$ cat src/utl1_pkg.sv
// Shared types and constants of the UTF-16 text to Latin-1 decoder.
package utl1_pkg;

   // Character codes handled by the line-end folding
   localparam logic [7:0] CH_LF  = 8'h0A;
   localparam logic [7:0] CH_CR  = 8'h0D;
   localparam logic [7:0] CH_NUL = 8'h00;

   // Code unit limits
   localparam logic [15:0] LATIN1_LIMIT = 16'h0100;
   localparam logic [15:0] HI_SURR_LOW  = 16'hD800;
   localparam logic [15:0] HI_SURR_HIGH = 16'hDBFF;
   localparam logic [15:0] DROP_MAX     = 16'hFFFF;

   // Text mode register codes
   localparam logic MODE_ANSI  = 1'b0;
   localparam logic MODE_UTF16 = 1'b1;

   // Token queue geometry
   localparam int unsigned QUEUE_DEPTH = 4;
   localparam int unsigned QUEUE_AW    = $clog2(QUEUE_DEPTH);

   // Classified word passed from the front to the back
   typedef struct packed {
      logic        is_char;
      logic [7:0]  ch;
      logic        last;
      logic [15:0] dropped;
   } token_type;

   // One result word
   typedef struct packed {
      logic [7:0]  out_byte;
      logic        byte_valid;
      logic        end_of_text;
      logic [15:0] dropped_units;
   } result_type;

   // Queue status seen by both sides
   typedef struct packed {
      logic full;
      logic empty;
   } queue_status_type;

endpackage

$ cat src/utl1_channels.sv
// Channel interfaces of the decoder: request, result and register write.
interface utl1_req_if;
   logic        valid;
   logic        ready;
   logic [15:0] code_unit;
   logic        last_unit;
   modport source (output valid, output code_unit, output last_unit, input ready);
   modport sink   (input valid, input code_unit, input last_unit, output ready);
endinterface

interface utl1_rsp_if;
   logic        valid;
   logic        ready;
   logic [7:0]  out_byte;
   logic        byte_valid;
   logic        end_of_text;
   logic [15:0] dropped_units;
   modport source (output valid, output out_byte, output byte_valid,
                   output end_of_text, output dropped_units, input ready);
   modport sink   (input valid, input out_byte, input byte_valid,
                   input end_of_text, input dropped_units, output ready);
endinterface

interface utl1_csr_if;
   logic valid;
   logic ready;
   logic text_mode;
   modport source (output valid, output text_mode, input ready);
   modport sink   (input valid, input text_mode, output ready);
endinterface

$ cat src/utl1_front.sv
// Front part: accepts code units, tracks surrogates and drops, emits tokens.
module utl1_front (
   input  logic                       clock,
   input  logic                       reset,
   utl1_req_if.sink                   req_if,
   utl1_csr_if.sink                   csr_if,
   input  utl1_pkg::queue_status_type q_status,
   output logic                       q_push,
   output utl1_pkg::token_type        q_token
);

   logic        mode_ff;
   logic        skip_ff, skip_in;
   logic [15:0] drop_ff, drop_in;
   logic        accept;
   logic        is_char;
   logic [7:0]  ch;
   logic        is_hi_surr;
   logic [15:0] drop_inc;

   assign req_if.ready = !q_status.full;
   assign csr_if.ready = 1'b1;
   assign accept       = req_if.valid && req_if.ready;

   assign is_hi_surr = (req_if.code_unit >= utl1_pkg::HI_SURR_LOW) &&
                       (req_if.code_unit <= utl1_pkg::HI_SURR_HIGH);
   assign drop_inc   = (drop_ff != utl1_pkg::DROP_MAX) ? drop_ff + 16'd1 : drop_ff;

   // Classify the word and work out the message state after it
   always_comb begin
      is_char = 1'b0;
      ch      = req_if.code_unit[7:0];
      skip_in = skip_ff;
      drop_in = drop_ff;
      if (mode_ff == utl1_pkg::MODE_ANSI) begin
         skip_in = 1'b0;
         is_char = 1'b1;
      end else if (skip_ff) begin
         skip_in = 1'b0;
      end else if (req_if.code_unit >= utl1_pkg::LATIN1_LIMIT) begin
         drop_in = drop_inc;
         skip_in = is_hi_surr;
      end else begin
         is_char = 1'b1;
      end
   end

   // Forward only words that change the byte stream
   assign q_push          = accept && (is_char || req_if.last_unit);
   assign q_token.is_char = is_char;
   assign q_token.ch      = ch;
   assign q_token.last    = req_if.last_unit;
   assign q_token.dropped = drop_in;

   // Hold mode, skip flag and drop count; skip flag and drop count clear at message end
   always_ff @(posedge clock) begin
      if (reset) begin
         mode_ff <= utl1_pkg::MODE_UTF16;
         skip_ff <= 1'b0;
         drop_ff <= 16'd0;
      end else begin
         if (csr_if.valid && csr_if.ready) begin
            mode_ff <= csr_if.text_mode;
         end
         if (accept) begin
            if (req_if.last_unit) begin
               skip_ff <= 1'b0;
               drop_ff <= 16'd0;
            end else begin
               skip_ff <= skip_in;
               drop_ff <= drop_in;
            end
         end
      end
   end

endmodule

$ cat src/utl1_queue.sv
// Short token queue between the front and back parts.
module utl1_queue (
   input  logic                       clock,
   input  logic                       reset,
   input  logic                       push,
   input  utl1_pkg::token_type        push_token,
   input  logic                       pop,
   output utl1_pkg::token_type        pop_token,
   output utl1_pkg::queue_status_type status
);

   localparam logic [utl1_pkg::QUEUE_AW:0] DEPTH_CNT =
      (utl1_pkg::QUEUE_AW + 1)'(utl1_pkg::QUEUE_DEPTH);

   utl1_pkg::token_type             slot_ff [utl1_pkg::QUEUE_DEPTH];
   logic [utl1_pkg::QUEUE_AW-1:0]   wr_ptr_ff;
   logic [utl1_pkg::QUEUE_AW-1:0]   rd_ptr_ff;
   logic [utl1_pkg::QUEUE_AW:0]     count_ff;
   logic                            do_push;
   logic                            do_pop;

   assign status.full  = (count_ff == DEPTH_CNT);
   assign status.empty = (count_ff == '0);
   assign do_push      = push && !status.full;
   assign do_pop       = pop && !status.empty;
   assign pop_token    = slot_ff[rd_ptr_ff];

   // Store the pushed word
   always_ff @(posedge clock) begin
      if (do_push) begin
         slot_ff[wr_ptr_ff] <= push_token;
      end
   end

   // Advance pointers and fill count
   always_ff @(posedge clock) begin
      if (reset) begin
         wr_ptr_ff <= '0;
         rd_ptr_ff <= '0;
         count_ff  <= '0;
      end else begin
         if (do_push) begin
            wr_ptr_ff <= wr_ptr_ff + 1'b1;
         end
         if (do_pop) begin
            rd_ptr_ff <= rd_ptr_ff + 1'b1;
         end
         if (do_push && !do_pop) begin
            count_ff <= count_ff + 1'b1;
         end else if (do_pop && !do_push) begin
            count_ff <= count_ff - 1'b1;
         end
      end
   end

endmodule

$ cat src/utl1_back.sv
// Back part: folds CR LF through the held byte and drives the result register.
module utl1_back (
   input  logic                       clock,
   input  logic                       reset,
   input  utl1_pkg::token_type        q_token,
   input  utl1_pkg::queue_status_type q_status,
   output logic                       q_pop,
   utl1_rsp_if.source                 rsp_if
);

   logic                 held_valid_ff, held_valid_in;
   logic [7:0]           held_byte_ff, held_byte_in;
   logic                 out_valid_ff, out_valid_in;
   utl1_pkg::result_type out_ff, out_in;
   logic                 pend_valid_ff, pend_valid_in;
   utl1_pkg::result_type pend_ff, pend_in;
   logic                 can_load;
   logic                 pushed;
   logic                 nv;
   logic [7:0]           nb;
   utl1_pkg::result_type push_res;
   utl1_pkg::result_type end_res;

   assign can_load = !out_valid_ff || rsp_if.ready;

   // Work out the next held byte, result words and queue pop
   always_comb begin
      held_valid_in = held_valid_ff;
      held_byte_in  = held_byte_ff;
      out_valid_in  = out_valid_ff;
      out_in        = out_ff;
      pend_valid_in = pend_valid_ff;
      pend_in       = pend_ff;
      q_pop         = 1'b0;
      pushed        = 1'b0;
      nv            = held_valid_ff;
      nb            = held_byte_ff;

      push_res.out_byte      = held_byte_ff;
      push_res.byte_valid    = 1'b1;
      push_res.end_of_text   = 1'b0;
      push_res.dropped_units = 16'd0;

      // Fold LF onto a held CR, otherwise push the held byte out
      if (q_token.is_char) begin
         if (q_token.ch == utl1_pkg::CH_LF && held_valid_ff &&
             held_byte_ff == utl1_pkg::CH_CR) begin
            nb = utl1_pkg::CH_LF;
         end else begin
            pushed = held_valid_ff;
            nb     = q_token.ch;
            nv     = 1'b1;
         end
      end

      // End word: release the held byte unless it is the terminator
      end_res.end_of_text   = 1'b1;
      end_res.dropped_units = q_token.dropped;
      if (nv && nb != utl1_pkg::CH_NUL) begin
         end_res.out_byte   = nb;
         end_res.byte_valid = 1'b1;
      end else begin
         end_res.out_byte   = utl1_pkg::CH_NUL;
         end_res.byte_valid = 1'b0;
      end

      if (can_load) begin
         if (pend_valid_ff) begin
            // Drain the second word of the last token
            out_valid_in  = 1'b1;
            out_in        = pend_ff;
            pend_valid_in = 1'b0;
         end else if (!q_status.empty) begin
            q_pop = 1'b1;
            if (q_token.last) begin
               held_valid_in = 1'b0;
               held_byte_in  = utl1_pkg::CH_NUL;
               out_valid_in  = 1'b1;
               if (pushed) begin
                  out_in        = push_res;
                  pend_in       = end_res;
                  pend_valid_in = 1'b1;
               end else begin
                  out_in = end_res;
               end
            end else begin
               held_valid_in = nv;
               held_byte_in  = nb;
               out_valid_in  = pushed;
               out_in        = push_res;
            end
         end else begin
            out_valid_in = 1'b0;
         end
      end
   end

   // Hold held byte, result register and pending end word
   always_ff @(posedge clock) begin
      if (reset) begin
         held_valid_ff <= 1'b0;
         held_byte_ff  <= utl1_pkg::CH_NUL;
         out_valid_ff  <= 1'b0;
         pend_valid_ff <= 1'b0;
      end else begin
         held_valid_ff <= held_valid_in;
         held_byte_ff  <= held_byte_in;
         out_valid_ff  <= out_valid_in;
         pend_valid_ff <= pend_valid_in;
      end
      out_ff  <= out_in;
      pend_ff <= pend_in;
   end

   assign rsp_if.valid         = out_valid_ff;
   assign rsp_if.out_byte      = out_ff.out_byte;
   assign rsp_if.byte_valid    = out_ff.byte_valid;
   assign rsp_if.end_of_text   = out_ff.end_of_text;
   assign rsp_if.dropped_units = out_ff.dropped_units;

endmodule

$ cat src/utf16_text_to_latin1_lf_decoder.sv
// Top level of the UTF-16 / 8-bit clipboard text to Latin-1 decoder.
//
// req_if carries one code unit per word with last_unit on the final unit of
// a message; rsp_if returns Latin-1 bytes, the last word of each message
// carrying end_of_text and the saturating count of dropped units. csr_if
// writes text_mode (0 = 8-bit units, 1 = UTF-16 units); it is always ready.
// One code unit is taken per cycle while the queue has room. Characters and
// last units pass as tokens through the queue to the back part; a byte appears
// on rsp_if when the next character pushes it out of the one-byte hold, and the
// end word follows the last unit, behind the held byte when that goes out first.
// A last unit that releases two words parks the end word in a pending register
// behind the single result register; otherwise the sustained rate is one unit
// per cycle while rsp_if is ready. When rsp_if stalls, the result register
// holds, the four-entry token queue fills and req_if.ready falls once it is full.
// Reset clears the queue, the held byte, skip flag, drop count and sets
// text_mode to UTF-16; no words are in flight after reset.
module utf16_text_to_latin1_lf_decoder (
   input  logic       clock,
   input  logic       reset,
   utl1_req_if.sink   req_if,
   utl1_rsp_if.source rsp_if,
   utl1_csr_if.sink   csr_if
);

   utl1_pkg::queue_status_type q_status;
   utl1_pkg::token_type        push_token;
   utl1_pkg::token_type        pop_token;
   logic                       q_push;
   logic                       q_pop;

   utl1_front u_front (
      .clock    (clock),
      .reset    (reset),
      .req_if   (req_if),
      .csr_if   (csr_if),
      .q_status (q_status),
      .q_push   (q_push),
      .q_token  (push_token)
   );

   utl1_queue u_queue (
      .clock      (clock),
      .reset      (reset),
      .push       (q_push),
      .push_token (push_token),
      .pop        (q_pop),
      .pop_token  (pop_token),
      .status     (q_status)
   );

   utl1_back u_back (
      .clock    (clock),
      .reset    (reset),
      .q_token  (pop_token),
      .q_status (q_status),
      .q_pop    (q_pop),
      .rsp_if   (rsp_if)
   );

endmodule
$ cat src/flat_wrapper.sv
// flat-port wrapper written by rule: the top's interface ports become plain ports
module utf16_text_to_latin1_lf_decoder_flat 
  (clock, reset, req_if_valid, req_if_code_unit, req_if_last_unit, req_if_ready, rsp_if_valid, rsp_if_out_byte, rsp_if_byte_valid, rsp_if_end_of_text, rsp_if_dropped_units, rsp_if_ready, csr_if_valid, csr_if_text_mode, csr_if_ready);
  utl1_req_if req_if_i ();
  utl1_rsp_if rsp_if_i ();
  utl1_csr_if csr_if_i ();
  input  logic clock;
  input  logic reset;
  input wire logic [$bits(req_if_i.valid)-1:0] req_if_valid;
  input wire logic [$bits(req_if_i.code_unit)-1:0] req_if_code_unit;
  input wire logic [$bits(req_if_i.last_unit)-1:0] req_if_last_unit;
  output wire logic [$bits(req_if_i.ready)-1:0] req_if_ready;
  output wire logic [$bits(rsp_if_i.valid)-1:0] rsp_if_valid;
  output wire logic [$bits(rsp_if_i.out_byte)-1:0] rsp_if_out_byte;
  output wire logic [$bits(rsp_if_i.byte_valid)-1:0] rsp_if_byte_valid;
  output wire logic [$bits(rsp_if_i.end_of_text)-1:0] rsp_if_end_of_text;
  output wire logic [$bits(rsp_if_i.dropped_units)-1:0] rsp_if_dropped_units;
  input wire logic [$bits(rsp_if_i.ready)-1:0] rsp_if_ready;
  input wire logic [$bits(csr_if_i.valid)-1:0] csr_if_valid;
  input wire logic [$bits(csr_if_i.text_mode)-1:0] csr_if_text_mode;
  output wire logic [$bits(csr_if_i.ready)-1:0] csr_if_ready;
  assign req_if_i.valid = req_if_valid;
  assign req_if_i.code_unit = req_if_code_unit;
  assign req_if_i.last_unit = req_if_last_unit;
  assign req_if_ready = req_if_i.ready;
  assign rsp_if_valid = rsp_if_i.valid;
  assign rsp_if_out_byte = rsp_if_i.out_byte;
  assign rsp_if_byte_valid = rsp_if_i.byte_valid;
  assign rsp_if_end_of_text = rsp_if_i.end_of_text;
  assign rsp_if_dropped_units = rsp_if_i.dropped_units;
  assign rsp_if_i.ready = rsp_if_ready;
  assign csr_if_i.valid = csr_if_valid;
  assign csr_if_i.text_mode = csr_if_text_mode;
  assign csr_if_ready = csr_if_i.ready;
  utf16_text_to_latin1_lf_decoder u_core (.clock(clock), .reset(reset), .req_if(req_if_i), .rsp_if(rsp_if_i), .csr_if(csr_if_i));
endmodule
$ cat config.mk
export PLATFORM = sky130hd
export DESIGN_NAME = utf16_text_to_latin1_lf_decoder_flat
export DESIGN_NICKNAME = d
export VERILOG_FILES = /design/src/utl1_pkg.sv /design/src/utl1_channels.sv /design/src/utl1_front.sv /design/src/utl1_queue.sv /design/src/utl1_back.sv /design/src/utf16_text_to_latin1_lf_decoder.sv /design/src/flat_wrapper.sv
export SDC_FILE = /design/constraint.sdc
export NUM_CORES = 1
export LEC_CHECK = 0
export ABC_AREA = 1
export BUFFER_PORTS_ARGS = -buffer_cell sky130_fd_sc_hd__buf_2
export CAP_MARGIN = 20
export CORE_AREA = 10 10 156 158
export DETAILED_ROUTE_END_ITERATION = 10
export DIE_AREA = 0 0 166 168
export PLACE_DENSITY = 0.57
export SLEW_MARGIN = 5
export SYNTH_ARGS = -nofsm -noshare
export SYNTH_HDL_FRONTEND = slang
export SYNTH_SLANG_ARGS = --single-unit
$ cat constraint.sdc
create_clock -name clock -period 4.8 [get_ports clock]
set_input_delay 0.48 -clock clock [delete_from_list [all_inputs] [get_ports clock]]
set_output_delay 0.48 -clock clock [all_outputs]
set_load 0.02 [all_outputs]
==> qor.csv, run 1 <==
metric;value;unit
fp.dieW;166;um
min_from;csr_if_valid;
clk_latency;0.43;ns
arrival;3.22;ns
status;completed;
rsz0062_at_grt;false;
drtIter0Drc;344;
cts_max_level;4;
yosys.area_share.simple;0.205;
first_pass_iters;5;
synth_compound_area_frac;0.0712;
track_usage;0.122;
clkTransAtPathRegs;0.08;ns
worstMarginPinSlew;0.973;ns
end_kind;flop;
fp.coreArea;21400;sq um
cpMaxStageDelayCell;dfxtp_1;
ir_drop;279;uV
netlist_area;8330;sq um
route.detailed.drc;0;
antenna_cells;0;
final_common_cell;nand2_1;
p_leak;3.76;nW
post_drt_wl_per_cell;14.3;um
hold_path_end;u_core.u_front.mode_ff;
post-dp-hpwl;11.5;mm
hold_class;in -> reg;
slew_headroom;0.351;
r2r_slack;1.63;ns
holdBufCountCts;0;
path_cells;inv_4, nand2_1, nand3_1, nand2_1, nor2_1, nand3_1, nand4_1, inv_1;
slowest_delay;0.96;ns
maxCapViolCount;0;
cts_buffer_depth;2;
min_period;3.17;ns
hold_violations;0;
max_freq;316;MHz
ant_nets;0;
die_area;27900;sq um
cts_tree;built;
fin_nets;922;
instances_no_fill;1185;
multiInputGateArea;2420;sq um
vias;5670;
cts_resized;0;
synthesis.nets;876;
filler_cell_count;2036;
synth-adder-area-share;0.0114;
grt-ovfl-total;0;
slew_viol_final;0;
synth_warnings;0;
synth_async_sr_flop_share;0;
routed_wl;17.0;mm
final_util;0.441;
grt_first_pass_wirelength;28.3;mm
setup_viol;0;
ys_seq_area_frac;0.650;
postCtsSetupRepairBufs;0;
avgSynthCellArea;9.85;sq um
start_kind;flop;
hold_depth;2;
avgViaCountPerCell;4.78;
drive_above_1_share;0.113;
pwr_density_cell;572;nW/um^2
io_pins;52;
crit_type;reg -> reg;
cp.required;4.85;ns
clock_sinks;193;
cts_made_buffers;17;
root_buffer;clkbuf_16;
start_util;0.389;
setup_slack;1.63;ns
ys.flop_type;edfxtp_1;
place_ws;1.56;ns
tns;0;ns
fin_crit_sh;0.660;
r2r-end;u_core.u_back.pend_ff[14];
worst_clock_skew;0.0124;ns
grt_pass1_vias;5377;
synthXorXnorAreaFrac;0.00210;
rows;54;
cp_max_fo;54;
final_cell_mix;nand2_1, edfxtp_1, inv_1;
synth_top_family_by_area;simple AND/OR/NAND/NOR gates;
port_buffers;50;
dieHeight;168;um
synth_cell_types;35;
place_congestion;0.831;
synthCells;846;
ys_ff_latch;193;
synthToLayoutAreaGrowth;13.4;%
grt_max_degree;55;
dp.cells;1153;
synth.area.mux_share;0;
synth-edff-count;155;
regArea;5420;sq um
worst_r2r_path_depth;8;
antenna_found_initial;0;
whs;0.237;ns
report_power, final:
part | internal, W | total, W | switching, W
Clock | 0.000799 | 0.00147 | 0.000672
Combinational | 0.000451 | 0.00165 | 0.00120
Sequential | 0.00217 | 0.00229 | 0.000119
cells in the mapped netlist (2+ instances only):
master,count,area share
a21oi_1,39,0.023
and2_1,3,0.0023
buf_2,4,0.0024
buf_4,4,0.0036
buf_6,5,0.0068
clkbuf_1,18,0.0081
dfxtp_1,38,0.091
edfxtp_1,155,0.56
ha_1,6,0.0090
inv_1,84,0.038
nand2_1,255,0.11
nand3_1,53,0.032
nand3b_1,2,0.0018
nand4_1,10,0.0075
nor2_1,77,0.035
nor3_1,6,0.0036
o21ai_0,50,0.030
o21ai_1,2,0.0012
o21bai_1,2,0.0018
o22ai_1,17,0.013
xnor2_1,2,0.0021
cells by family (layout without fill, tap and decap cells):
| group | count (synthesis) | count (layout) |
|---|---|---|
| compound gates | 112 | 112 |
| xor+xnor | 2 | 2 |
| fa+ha+maj | 7 | 7 |
| buf+inv | 118 | 177 |
| flops | 193 | 193 |
| other cells | 1 | 1 |
| simple gates | 413 | 413 |
stage by stage:
step | total power [W] | cell area [sq um]
4_1_cts | 0.00546 | 9450
3_5_place_dp | 0.00399 | 8830
5_1_grt | 0.00577 | 9450
2_1_floorplan | 0.00355 | 8330
3_3_place_gp | 0.00397 | 8830
6_report | 0.00541 | 9450
flip-flops by register name (all words and copies together) (netlist names), 3 cells and up, named ones only:
| signal | flops |
|---|---|
| u_core.u_queue.slot_ff | 104 |
| u_core.u_back.pend_ff | 25 |
| u_core.u_back.rsp_if.dropped_units | 16 |
| u_core.u_front.drop_ff | 16 |
| u_core.u_back.held_byte_ff | 8 |
| u_core.u_back.rsp_if.out_byte | 8 |
| u_core.u_queue.count_ff | 3 |
layout make-up:
class                      count  area share
clock buffer                  17      0.0450
clock inverter                15      0.0207
inverter                      87      0.0348
multi-input combinational    535       0.257
sequential                   193       0.573
tap                          280      0.0371
timing repair buffer          58      0.0328
layer usage:
layer,up-vias,share of wire,global-route usage
met5,-,0,0
met4,0,0.012,0.0416
met3,16,0.035,0.0224
met2,95,0.44,0.184
met1,2644,0.51,0.174
li1,2915,-,-
worst max-delay path, delay by kind of cell, from the launching register on:
family | cells | cell delay (ns)
buf+inv | 2 | 1.16
flops | 1 | 0.96
simple gates | 6 | 0.64
worst max path at each step:
| stage | from | end | slack [ns] | cells past startpoint |
|---|---|---|---|---|
| 2_1_floorplan | req_if_code_unit[11] | u_core.u_queue.slot_ff[0][0] | 1.89 | 8 |
| 3_3_place_gp | req_if_code_unit[11] | u_core.u_queue.count_ff[2] | 1.58 | 16 |
| 3_5_place_dp | req_if_code_unit[14] | u_core.u_queue.count_ff[2] | 1.56 | 16 |
| 4_1_cts | flop | u_core.u_back.pend_ff[14] | 1.57 | 8 |
| 5_1_grt | flop | u_core.u_back.pend_ff[22] | 1.28 | 8 |
| 6_report | flop | u_core.u_back.pend_ff[14] | 1.63 | 8 |
(Power assumes the default switching activity.)
==> run 2: changes to the inputs <==
PLACE_DENSITY = 0.59   (was 0.57)
clock period = 2.65 ns   (was 4.8 ns; I/O delays follow)
==> run 2 against run 1 <==
  * Combinational power is 88% higher
  * Flip-flop and latch count stayed put
  * Core utilization grew 0.35 points
  * Critical path depth up 2
  * Register-to-register slack got worse by 1.2 ns
  * Critical endpoint is now u_core.u_back.rsp_if.byte_valid
==> qor.csv, run 2 (synthesis gave the netlist of run 1 again) <==
metric;value;unit;change
hold_violations;0;;unchanged
crit_type;reg -> reg;;unchanged
max_freq;453;MHz;was 316 MHz
cts_buffer_depth;2;;unchanged
arrival;2.37;ns;was 3.22 ns
worst_r2r_path_depth;10;;was 8
rows;54;;unchanged
clkTransAtPathRegs;0.07;ns;was 0.08 ns
fp.dieW;166;um;unchanged
io_pins;52;;unchanged
fin_nets;935;;was 922
maxCapViolCount;0;;unchanged
cp_max_fo;11;;was 54
grt-ovfl-total;0;;unchanged
dieHeight;168;um;unchanged
end_kind;flop;;unchanged
fin_crit_sh;0.832;;was 0.660
hold_depth;2;;unchanged
top_regs;u_core.u_queue.slot_ff (104), u_core.u_back.pend_ff (25);;unchanged
p_leak;3.80;nW;was 3.76 nW
path_cells;buf_4, nand2_1, nand3_1, nand2_1, nand2_1, nand2_1, nor2_1, nand2_1, o21bai_1, a21oi_1;;was inv_4, nand2_1, nand3_1, nand2_1, nor2_1, nand3_1, nand4_1, inv_1
cts_max_level;4;;unchanged
slew_headroom;0.360;;was 0.351
avgViaCountPerCell;4.73;;was 4.78
largest_register;u_core.u_queue.slot_ff;;unchanged
cts_made_buffers;17;;unchanged
setup_slack;0.444;ns;was 1.63 ns
crit_path_frequent_cell;nand2_1;;
die_area;27900;sq um;unchanged
final_util;0.445;;was 0.441
filler_cell_count;2038;;was 2036
worst_clock_skew;0.00920;ns;was 0.0124 ns
port_buffers;50;;unchanged
ant_nets;0;;unchanged
track_usage;0.117;;was 0.122
drtIter0Drc;380;;was 344
setup_viol;0;;unchanged
hold_class;in -> reg;;unchanged
cp.required;2.82;ns;was 4.85 ns
start_util;0.389;;unchanged
grt_first_pass_wirelength;27.0;mm;was 28.3 mm
root_buffer;clkbuf_16;;unchanged
synthToLayoutAreaGrowth;14.3;%;was 13.4%
ir_drop;391;uV;was 279 uV
antenna_found_initial;0;;unchanged
cts_resized;0;;unchanged
grt_pass1_vias;5342;;was 5377
slowest_delay;0.47;ns;was 0.96 ns
final_common_cell;nand2_1;;unchanged
largest_reg_flops;104;;unchanged
routed_wl;16.4;mm;was 17.0 mm
fp.coreArea;21400;sq um;unchanged
tns;0;ns;unchanged
status;completed;;unchanged
cpMaxStageDelayCell;dfxtp_1;;unchanged
grt_max_degree;33;;was 55
r2r_slack;0.44;ns;was 1.63 ns
vias;5668;;was 5670
route.detailed.drc;0;;unchanged
first_pass_iters;7;;was 5
stdcell_area;9530;sq um;was 9450 sq um
rsz0062_at_grt;false;;unchanged
place_ws;0.229;ns;was 1.56 ns
drive_above_1_share;0.125;;was 0.113
place_area;8950;sq um;was 8830 sq um
clk_latency;0.43;ns;about the same
postCtsSetupRepairBufs;0;;unchanged
start_kind;flop;;unchanged
min_from;csr_if_valid;;unchanged
holdBufCountCts;0;;unchanged
slew_viol_final;0;;unchanged
min_period;2.21;ns;was 3.17 ns
cts_tree;built;;unchanged
r2r-end;u_core.u_back.rsp_if.byte_valid;;was u_core.u_back.pend_ff[14]
pwr_density_cell;1010;nW/um^2;was 572 nW/um^2
hold_path_end;u_core.u_front.mode_ff;;unchanged
antenna_cells;0;;unchanged
final_cell_mix;nand2_1, edfxtp_1, inv_1;;unchanged
post-dp-hpwl;11.4;mm;was 11.5 mm
worstMarginPinSlew;0.959;ns;was 0.973 ns
post_drt_wl_per_cell;13.7;um;was 14.3 um
clock_sinks;193;;unchanged
place_congestion;0.811;;was 0.831
## run 2: changes by cell type in the layout (fill, tap and decap cells not counted)
cell,change
buf_4,+11
inv_6,-2
clkinvlp_4,+1
bufinv_16,-2
clkinv_4,+2
clkinv_2,+1
buf_12,+2
## run 2: cell type report
cell class                      count  area [sq um]  area share
Timing Repair Buffer               71           433      0.0454
Multi-Input combinational cell    535          2420       0.255
Inverter                           87           329      0.0345
Clock buffer                       17           425      0.0447
Sequential cell                   193          5420       0.569
Tap cell                          280           350      0.0368
Clock inverter                     15           148      0.0155
## run 2: how the worst max path moves through the flow
| stage | depth (start not counted) | end | slack, ns |
|---|---|---|---|
| 2_1_floorplan | 8 | u_core.u_queue.slot_ff[0][0] | -0.04 |
| 3_3_place_gp | 16 | u_core.u_queue.count_ff[2] | 0.37 |
| 3_5_place_dp | 16 | u_core.u_queue.count_ff[2] | 0.23 |
| 4_1_cts | 8 | u_core.u_back.rsp_if.byte_valid | 0.43 |
| 5_1_grt | 10 | u_core.u_back.rsp_if.byte_valid | 0.18 |
| 6_report | 10 | u_core.u_back.rsp_if.byte_valid | 0.44 |
## run 2: worst max-delay path: cells and delay by family, from the launching register on
kind                   cells  cell delay [ns]
AO/OA/AOI/OAI              2             0.48
buffers and inverters      1             0.21
flip-flops                 1             0.47
AND/OR/NAND/NOR            7             0.77
## run 2: power breakdown
group,internal (W),switching (W)
sequential,0.00392,0.000169
clock,0.00125,0.00118
combinational,0.000883,0.00221
total,0.00606,0.00356
## run 2: per-stage QoR
step / hold WS [ns] / total power [W] / std cells
floorplan: 0.364 / 0.00643 / 846
global placement: 0.456 / 0.00725 / 1166
detailed placement: 0.470 / 0.00729 / 1166
CTS: 0.000139 / 0.00972 / 1198
global route: 0.0297 / 0.0103 / 1198
finish: 0.0229 / 0.00962 / 1198
## run 2: layer usage
layer,vias up,wire (um),part of all wire,track usage
met2,110,7190,0.44,0.178
li1,2939,-,-,-
met5,-,0,0,0
met4,0,212,0.013,0.0416
met1,2602,8280,0.50,0.161
met3,17,738,0.045,0.0263
